$ cat src/sv/assert_macros.svh
// Assertion macros shared by the sorted insert table RTL.
`ifndef ASSERT_MACROS_SVH
`define ASSERT_MACROS_SVH
`ifndef NO_ASSERTIONS
`define ASSERT_RST(lbl, clk, rst_n, prop) \
    lbl: assert property (@(posedge clk) disable iff (!rst_n) prop) \
        else $error("sorted insert table assertion failed");
`define ASSERT_IMPL(lbl, clk, rst_n, ante, cons) \
    lbl: assert property (@(posedge clk) disable iff (!rst_n) (ante) |-> (cons)) \
        else $error("sorted insert table implication failed");
`else
`define ASSERT_RST(lbl, clk, rst_n, prop)
`define ASSERT_IMPL(lbl, clk, rst_n, ante, cons)
`endif
`endif

$ cat src/sv/sit_pkg.sv
// Package with sizes, codes and shared types of the sorted insert table.
package sit_pkg;

    localparam int CAPACITY = 16;
    localparam int IDX_W    = $clog2(CAPACITY);
    localparam int CNT_W    = $clog2(CAPACITY + 1);
    localparam int DATA_W   = 32;

    typedef logic signed [DATA_W-1:0] t_word;
    typedef logic [IDX_W-1:0]         t_idx;
    typedef logic [CNT_W-1:0]         t_cnt;

    typedef enum logic [1:0] {
        OP_INSERT = 2'd0,
        OP_SEARCH = 2'd1,
        OP_DUMP   = 2'd2
    } t_op;

    typedef enum logic [2:0] {
        ST_INSERTED  = 3'd0,
        ST_FULL      = 3'd1,
        ST_FOUND     = 3'd2,
        ST_NOT_FOUND = 3'd3,
        ST_EMPTY     = 3'd4,
        ST_ELEMENT   = 3'd5
    } t_status;

    typedef enum logic [2:0] {
        S_IDLE,
        S_INS_CMP,
        S_INS_PUT,
        S_SRCH_CMP,
        S_DUMP,
        S_EMIT
    } t_state;

    typedef struct packed {
        logic ge;
        logic eq;
    } t_cmp;

    typedef struct packed {
        logic  we;
        t_idx  waddr;
        t_word wdata;
        t_idx  raddr;
    } t_ram_ctl;

endpackage

$ cat src/sv/sit_ram.sv
// Entry store: one write port and one registered read port.
module sit_ram
    import sit_pkg::*;
(
    input  logic     i_clk,
    input  t_ram_ctl i_ctl,
    output t_word    o_rdata
);

    t_word r_mem [CAPACITY];

    always_ff @(posedge i_clk) begin
        if (i_ctl.we) begin
            r_mem[i_ctl.waddr] <= i_ctl.wdata;
        end
        o_rdata <= r_mem[i_ctl.raddr];
    end

endmodule

$ cat src/sv/sit_cmp.sv
// Shared signed compare unit used by insert and search steps.
module sit_cmp
    import sit_pkg::*;
(
    input  t_word i_a,
    input  t_word i_b,
    output t_cmp  o_cmp
);

    assign o_cmp.ge = (i_a >= i_b);
    assign o_cmp.eq = (i_a == i_b);

endmodule

$ cat src/sv/sorted_insert_table.sv
// Top level of the sorted insert table: sequencer, entry store and result register.
//
// The table holds up to CAPACITY signed 32-bit values in ascending order and walks
// them one entry per cycle through a single registered read port and one compare unit;
// a dump pauses while the output register is held. A transaction is taken only while
// the sequencer is idle. An insert shifts up every stored value not smaller than the
// new one; it writes at once into an empty table and refuses a full one. A search scans
// up to the first match; a dump emits every stored value. Results pass through an output
// register, so each result also waits for the downstream side to take it. Reset clears
// the state, the count and the output valid; no clearing pass runs over the store.
`include "assert_macros.svh"
module sorted_insert_table
    import sit_pkg::*;
(
    input  logic        i_clk,
    input  logic        i_rst_n,
    input  logic        i_in_valid,
    output logic        o_in_ready,
    input  logic [1:0]  i_opcode,
    input  t_word       i_value,
    output logic        o_out_valid,
    input  logic        i_out_ready,
    output logic [2:0]  o_status,
    output t_word       o_element,
    output logic        o_last,
    output logic [4:0]  o_count
);

    t_state   r_state, n_state;
    t_cnt     r_count, n_count;
    t_cnt     r_idx, n_idx;
    t_word    r_value, n_value;
    t_status  r_pstat, n_pstat;
    logic     r_out_valid, n_out_valid;
    t_status  r_status, n_status;
    t_word    r_element, n_element;
    logic     r_last, n_last;
    logic [4:0] r_out_count;

    t_ram_ctl ram_ctl;
    t_word    rd_data;
    t_cmp     cmp;
    logic     in_acc;
    logic     slot_free;
    logic     out_load;
    logic     scan_last;

    sit_ram u_ram (
        .i_clk   (i_clk),
        .i_ctl   (ram_ctl),
        .o_rdata (rd_data)
    );

    sit_cmp u_cmp (
        .i_a   (rd_data),
        .i_b   (r_value),
        .o_cmp (cmp)
    );

    assign o_in_ready = (r_state == S_IDLE);
    assign in_acc     = i_in_valid && o_in_ready;
    assign slot_free  = !r_out_valid || i_out_ready;
    assign scan_last  = ((r_idx + 1'b1) == r_count);

    always_comb begin
        n_state = r_state;
        case (r_state)
            S_IDLE: begin
                if (in_acc) begin
                    case (t_op'(i_opcode))
                        OP_INSERT: begin
                            if (r_count >= CNT_W'(CAPACITY) || r_count == '0) begin
                                n_state = S_EMIT;
                            end else begin
                                n_state = S_INS_CMP;
                            end
                        end
                        OP_SEARCH: n_state = (r_count == '0) ? S_EMIT : S_SRCH_CMP;
                        OP_DUMP:   n_state = (r_count == '0) ? S_EMIT : S_DUMP;
                        default:   n_state = S_IDLE;
                    endcase
                end
            end
            S_INS_CMP: begin
                if (cmp.ge) begin
                    n_state = (r_idx == CNT_W'(1)) ? S_INS_PUT : S_INS_CMP;
                end else begin
                    n_state = S_EMIT;
                end
            end
            S_INS_PUT:  n_state = S_EMIT;
            S_SRCH_CMP: n_state = (cmp.eq || scan_last) ? S_EMIT : S_SRCH_CMP;
            S_DUMP:     n_state = (slot_free && scan_last) ? S_IDLE : S_DUMP;
            S_EMIT:     n_state = slot_free ? S_IDLE : S_EMIT;
            default:    n_state = S_IDLE;
        endcase
    end

    always_comb begin
        ram_ctl.we    = 1'b0;
        ram_ctl.waddr = r_idx[IDX_W-1:0];
        ram_ctl.wdata = r_value;
        ram_ctl.raddr = r_idx[IDX_W-1:0];
        n_count       = r_count;
        n_idx         = r_idx;
        n_value       = r_value;
        n_pstat       = r_pstat;
        out_load      = 1'b0;
        n_status      = r_pstat;
        n_element     = '0;
        n_last        = 1'b1;
        case (r_state)
            S_IDLE: begin
                if (in_acc) begin
                    n_value = i_value;
                    n_idx   = '0;
                    ram_ctl.raddr = '0;
                    case (t_op'(i_opcode))
                        OP_INSERT: begin
                            if (r_count >= CNT_W'(CAPACITY)) begin
                                n_pstat = ST_FULL;
                            end else if (r_count == '0) begin
                                ram_ctl.we    = 1'b1;
                                ram_ctl.waddr = '0;
                                ram_ctl.wdata = i_value;
                                n_count       = CNT_W'(1);
                                n_pstat       = ST_INSERTED;
                            end else begin
                                n_idx         = r_count;
                                ram_ctl.raddr = t_idx'(r_count - 1'b1);
                            end
                        end
                        OP_SEARCH, OP_DUMP: begin
                            n_pstat = ST_EMPTY;
                        end
                        default: begin
                            n_pstat = r_pstat;
                        end
                    endcase
                end
            end
            S_INS_CMP: begin
                ram_ctl.we = 1'b1;
                if (cmp.ge) begin
                    ram_ctl.wdata = rd_data;
                    n_idx         = r_idx - 1'b1;
                    ram_ctl.raddr = t_idx'(r_idx - 2'd2);
                end else begin
                    n_count = r_count + 1'b1;
                    n_pstat = ST_INSERTED;
                end
            end
            S_INS_PUT: begin
                ram_ctl.we = 1'b1;
                n_count    = r_count + 1'b1;
                n_pstat    = ST_INSERTED;
            end
            S_SRCH_CMP: begin
                if (cmp.eq) begin
                    n_pstat = ST_FOUND;
                end else if (scan_last) begin
                    n_pstat = ST_NOT_FOUND;
                end else begin
                    n_idx         = r_idx + 1'b1;
                    ram_ctl.raddr = t_idx'(r_idx + 1'b1);
                end
            end
            S_DUMP: begin
                if (slot_free) begin
                    out_load  = 1'b1;
                    n_status  = ST_ELEMENT;
                    n_element = rd_data;
                    n_last    = scan_last;
                    if (!scan_last) begin
                        n_idx         = r_idx + 1'b1;
                        ram_ctl.raddr = t_idx'(r_idx + 1'b1);
                    end
                end
            end
            S_EMIT: begin
                out_load = slot_free;
            end
            default: begin
                out_load = 1'b0;
            end
        endcase
    end

    always_comb begin
        if (out_load) begin
            n_out_valid = 1'b1;
        end else if (i_out_ready) begin
            n_out_valid = 1'b0;
        end else begin
            n_out_valid = r_out_valid;
        end
    end

    always_ff @(posedge i_clk) begin
        if (!i_rst_n) begin
            r_state     <= S_IDLE;
            r_count     <= '0;
            r_out_valid <= 1'b0;
        end else begin
            r_state     <= n_state;
            r_count     <= n_count;
            r_out_valid <= n_out_valid;
        end
    end

    always_ff @(posedge i_clk) begin
        r_idx   <= n_idx;
        r_value <= n_value;
        r_pstat <= n_pstat;
        if (out_load) begin
            r_status    <= n_status;
            r_element   <= n_element;
            r_last      <= n_last;
            r_out_count <= 5'(r_count);
        end
    end

    assign o_out_valid = r_out_valid;
    assign o_status    = r_status;
    assign o_element   = r_element;
    assign o_last      = r_last;
    assign o_count     = r_out_count;

    `ASSERT_RST(a_count_bound, i_clk, i_rst_n, r_count <= CNT_W'(CAPACITY))
    `ASSERT_IMPL(a_count_step, i_clk, i_rst_n, $past(i_rst_n) && !$stable(r_count), r_count == $past(r_count) + 1'b1)
    `ASSERT_IMPL(a_dump_index, i_clk, i_rst_n, r_state == S_DUMP, r_idx < r_count)
    `ASSERT_IMPL(a_plain_result, i_clk, i_rst_n, r_out_valid && r_status != ST_ELEMENT, r_last && r_element == '0)

endmodule
$ cat config.mk
export PLATFORM = sky130hd
export DESIGN_NAME = sorted_insert_table
export DESIGN_NICKNAME = d
export VERILOG_FILES = /design/src/sv/sit_pkg.sv /design/src/sv/sit_ram.sv /design/src/sv/sit_cmp.sv /design/src/sv/sorted_insert_table.sv
export VERILOG_INCLUDE_DIRS = /design/src /design/src/sv
export SDC_FILE = /design/constraint.sdc
export NUM_CORES = 1
export LEC_CHECK = 0
export BUFFER_PORTS_ARGS = -buffer_cell sky130_fd_sc_hd__buf_2
export CELL_PAD_IN_SITES_DETAIL_PLACEMENT = 1
export CELL_PAD_IN_SITES_GLOBAL_PLACEMENT = 1
export CORE_UTILIZATION = 30
export CTS_CLUSTER_DIAMETER = 200
export CTS_CLUSTER_SIZE = 12
export DETAILED_ROUTE_END_ITERATION = 10
export PLACE_DENSITY = 0.46
export SETUP_SLACK_MARGIN = 0.05
export SYNTH_ARGS = -nofsm -noshare
export SYNTH_HDL_FRONTEND = slang
export SYNTH_HIERARCHICAL = 1
export SYNTH_SLANG_ARGS = --single-unit
$ cat constraint.sdc
create_clock -name i_clk -period 7.7 [get_ports i_clk]
set_input_delay 1.155 -clock i_clk [delete_from_list [all_inputs] [get_ports i_clk]]
set_output_delay 1.155 -clock i_clk [all_outputs]
set_load 0.005 [all_outputs]
======== Yosys cells after proc, flatten, opt, wreduce, memory -nomap -nowiden ========
Memory sizes are Yosys's and may differ from the RTL's. A register that Yosys moved wholly into a read port is not among the register bits.
Index checks and enable logic that the tools add are counted.
cells by class
  add/subtract/negate cells ............... 5
  $lt $le $gt $ge ......................... 2
  equality and inequality tests ........... 21
  mux-type cells .......................... 55
  reduce and logical (&&, ||, !) cells .... 20
operators by type and width
  kind                                                  count
  2-to-1 mux 41 bit                                     3
  2-to-1 mux 5 bit                                      13
  one-hot mux 32 bit (2 select lines)                   1
  2-to-1 mux 3 bit                                      15
  2-to-1 mux 37 bit                                     1
  2-to-1 mux 36 bit                                     1
  equality test 32 bit                                  1
  greater-or-equal comparator 32 bit                    1
  2-to-1 mux 4 bit                                      5
  one-hot mux 5 bit (4 select lines)                    1
  one-hot mux 3 bit (6 select lines)                    1
  one-hot mux 4 bit (4 select lines)                    1
  one-hot mux 5 bit (3 select lines)                    1
  one-hot mux 3 bit (4 select lines)                    1
  AND reduction 6 bit                                   2
  adder 5 x 1 -> 5 bit (second input constant)          2
  != test 2 bit (second input constant)                 5
  one-hot mux 3 bit (3 select lines)                    1
  nonzero test 4 bit                                    2
  equality test 3 x 2 -> 1 bit (second input constant)  2
  equality test 3 bit (second input constant)           2
  2-to-1 mux 1 bit                                      6
  != test 2 x 1 -> 1 bit (second input constant)        3
  one-hot mux 3 bit (2 select lines)                    1
  25 further kinds                                      31
storage, ports and cells
  register bits after elaboration ......... 90
  bits in writable memories ............... 512
  bits of input ports ..................... 38
  output and inout port bits .............. 43
  logic and storage cells ................. 114
  memories kept ........................... 1
memory list
  memory       words  width  read ports  clocked after memory_dff  wr ports  line           text
  u_ram.r_mem  16     32     1           1                         1         sit_ram.sv:10  t_word r_mem [CAPACITY];

======== Longest topological paths before layout ========
  depth after elaboration ................. 8
  gate-level depth with buffers ........... 19
  gate-level depth less buffers ........... 17

======== By module ========
The synthesis kept the hierarchy.
modules (own cells, without submodules)
  module               times used  cells an instance  area each (µm²)  seq. area each (µm²)
  sit_ram              1           838                19835.3          16015.4
  sorted_insert_table  1           439                4705.8           2612.5
  sit_cmp              1           115                853.3            0.0

======== Worst setup path after synthesis ========
OpenSTA, ideal clock, no wires.
  kind .................................... input-to-reg
  from .................................... input i_in_valid
  to ...................................... memory u_ram/r_mem[0][0] (netlist name), enable pin
  setup time .............................. 461 ps
  arrival ................................. 5424 ps
  required time ........................... 7239 ps
  slack ................................... 1815 ps
  stages .................................. 7
  path buffers ............................ 2
  path through ............................ and2_1 > and3_2 > buf_2 > buf_4 > nor2_1 > or3b_2 > nor3_1
RTL lines
  element          line                       text
  start, declared  sorted_insert_table.sv:17  input logic i_in_valid,
  end, declared    sit_ram.sv:10

==> impl_results.md <==
- Slew headroom: 34.05%
- Detail Placement HPWL: 42520 um
- Cts repair resizes: 0
- Slew Limit Fails: 0
- Cells along the critical path: inv_1 -> ha_1 -> nand4_1 -> nor4_1 -> nand2_1 -> nor2_1 -> o21bai_1 -> nand2b_1 -> nor2_4 -> nand3_1 -> o211ai_1 -> o21ai_0 -> a21oi_1 -> nor2b_4 -> buf_12 -> a22oi_1 -> nand2_1
- Mapped Area: 25390 um2
- Fmax: 0.1754 GHz
- Ports: 81
- Fin crit share: 74.04%
- Top_reg_cell synth: edfxtp_1
- Core area: 83690 um2
- # rows: 106
- Largest net degree at the start of global routing: 82
- Levels on crit path: 17
- Buffers and inverters on the worst path: 2
- Critical Path Sink: u_ram/o_rdata[1]
- Worst setup margin: 1.999 ns
- Post-layout util: 34.83%
- Register area share after synthesis: 73.35%
- Initial DRC count: 723
- Non-filler cells, final: 2689
- Area of placed instances: 27470 um2
- Critical path arrival: 6.26 ns
- Via count: 13228
- Reg2reg setup slack: 2.00 ns
- Vias in the first global route: 14326
- Final #Nets: 1590
- Placed Instances: 2581
- Root buffer cell: clkbuf_16
- Post-layout instance area: 29150 um2
- Initial DRT Pass Iterations: 5
- RePlAce Congestion: 0.7447
- Initial Util: 30.34%
- Setup crit end kind: flop
- Mapped Nets: 1475
- Synth Instances: 1392
- IO buf count: 80
- Unrepaired setup endpoints after global routing: false
- PnR Total Power: 10.58 mW
- Area Overhead vs Synth: 14.78%
- Routed len/inst: 26.42 um
- Reg2reg end: u_ram/o_rdata[1]
- Family with the most delay on the worst path: simple AND/OR/NAND/NOR gates
- Slew @ Worst Pin: 0.9802 ns
- Crit path time final: 5.701 ns
- Max clock buf depth: 3
- Yosys reg bits: 634
- H-tree Lvls: 2
- Final hold viol count: 0
- Antenna-violating nets left: 0
- Clk sinks: 634
- Global-route wire length before repair: 103200 um
- DP Worst Slack: 1.857 ns
- Total gr overflow: 0
- Die footprint: 85820 um2
- Die extent in x: 292.9 um
- Pleak: 9.590 nW
- Post-synth EDFFs: 593
- Most Frequent Cell on Critical Path: nand2_1
- Sum Neg Setup Slack: 0 ns
- Setup bufs post-CTS: 0
- Clock slew at reported path FFs: 0.07 ns
- Proportion of layout cells with a drive suffix above 1: 23.17%
- # DRC: 0
- Max rail drop VDD: 0.2687 mV
- Crit Path Max Fanout: 17
- CTS tree: done
- Fin Hold WS: 0.5062 ns
- # hold bufs at CTS: 0
- Clk Latency, worst-skew pair: 0.62 ns
- Routed vias/inst: 4.919
- Crit path max-delay cell type: nor4_1
- Total track usage: 16.72%
- Initial antenna violation count: 0
- Routed wire length: 71040 um
- Max incr delay on CP: 0.89 ns
- Path depth of the worst reg2reg path: 17
- Outcome: complete, no violations
- Async S/R FF share, synth: 0%
- Reg2reg start: r_value[31]
- Max Clock Skew: 0.01918 ns
- Syn avg cell area: 18.24 um2
- Finish-stage setup viols: 0
- Total power per unit cell area: 363.0 nW/um2
- Setup Crit Path Kind: flop to flop
- Die Span Y: 292.9 um
- Synth warn: 6
- Total CTS buffers: 58
- Data required time of the worst path: 8.26 ns
- Origin of the worst setup path: r_value[31]
- Hold Crit Class: flop to flop
- Distinct cell type count after synthesis: 67
- CP Launch Type: flop
- Max_cap viols: 0
==> per-layer routing <==
metal / part of all wire, % / GRT usage (%)
met2: 49 / 28.40
met3: 3.1 / 2.277
met1: 46 / 22.72
met4: 2.0 / 3.754
met5: 0 / 0
==> worst min path at each step <==
stage                          start          end  slack [ns]  depth (start not counted)
after floorplan           r_count[3]   o_count[3]        0.43                          0
after global placement    r_pstat[0]  o_status[0]        0.49                          1
after detailed placement  r_pstat[0]  o_status[0]        0.49                          1
after CTS                 r_pstat[0]  o_status[0]        0.51                          1
after global routing      r_pstat[2]  o_status[2]        0.53                          1
final                     r_pstat[0]  o_status[0]        0.51                          1
==> logic make-up (layout without fill, tap and decap cells) <==
logic type	after synthesis	in the layout	synth area share, %
buf+inv	116	278	2.064
fa+ha+maj	45	45	2.217
xor+xnor	12	12	0.4829
flops	634	634	73.35
compound gates	178	178	5.105
mux	130	130	11.44
simple gates	277	277	5.341
other cells	0	1	0
==> layout by cell type, fill, tap and decap left out, types with 13 or more instances in the layout <==
cell and instances:
buf_4 36, nor2_1 27, o21ai_0 13, ha_1 45, buf_2 80, nand3_1 15, a22oi_1 98, dfxtp_1 41
and2_1 36, edfxtp_1 593, inv_1 48, nor2_4 17, clkbuf_1 46, nand2_1 118, mux4_2 128, clkbuf_16 59
a21oi_1 25
==> sequential cells by signal, summed over array words and instances, names as in the netlist, 5 cells and up <==
signal,cells
o_count,5
o_element,32
r_count,5
r_idx,5
r_value,32
u_ram/o_rdata,32
u_ram/r_mem,512
==> power breakdown <==
group / leakage [nW] / total, mW / switching [mW] / internal, mW
logic: 3.06 / 3.34 / 1.99 / 1.34
clock network: 0.793 / 2.70 / 1.26 / 1.44
registers: 5.74 / 4.55 / 0.206 / 4.34
==> final cells by class <==
type | instances | area (um2)
antenna | 1 | 2.502
timing repair buffer | 123 | 810.8
clock inverter | 1 | 8.758
fill | 8399 | 54540
sequential | 634 | 18630
tap | 1134 | 1419
inverter | 48 | 180.2
clock buffer | 106 | 1663
multi-input combinational | 642 | 6435
==> cells in the mapped netlist (all sizes together) (2+ instances only) <==
cell type	count	area share (%)
a21o	3	0.089
dfxtp	41	3.2
nor3	6	0.12
nand2b	7	0.17
mux4	128	11
ha	45	2.2
or2	4	0.11
edfxtp	593	70
a21oi	27	0.56
nand3b	5	0.15
o22ai	4	0.099
xor2	5	0.17
nor2	44	0.65
and2b	3	0.094
o21ai	14	0.28
a221o	3	0.12
o221ai	2	0.069
nor2b	12	0.30
or3b	4	0.14
a21boi	2	0.074
nand4	7	0.17
and2	38	0.94
o32ai	2	0.069
nor4	3	0.074
o211ai	5	0.15
nand3	15	0.30
o31ai	5	0.20
xnor2	6	0.21
nand2	118	1.7
buf	34	0.81
inv	48	0.71
o21bai	3	0.089
clkbuf	34	0.54
a22oi	98	2.9
and3	4	0.11
==> worst register-to-register path: cells and delay by family (launching register included) <==
| family | cells | cell delay [ns] |
|---|---|---|
| buffers and inverters | 2 | 0.34 |
| AO/OA/AOI/OAI | 5 | 1.30 |
| adder cells (fa/ha/maj) | 1 | 0.38 |
| AND/OR/NAND/NOR | 9 | 3.27 |
| flip-flops | 1 | 0.36 |
(Power assumes the default switching activity.)
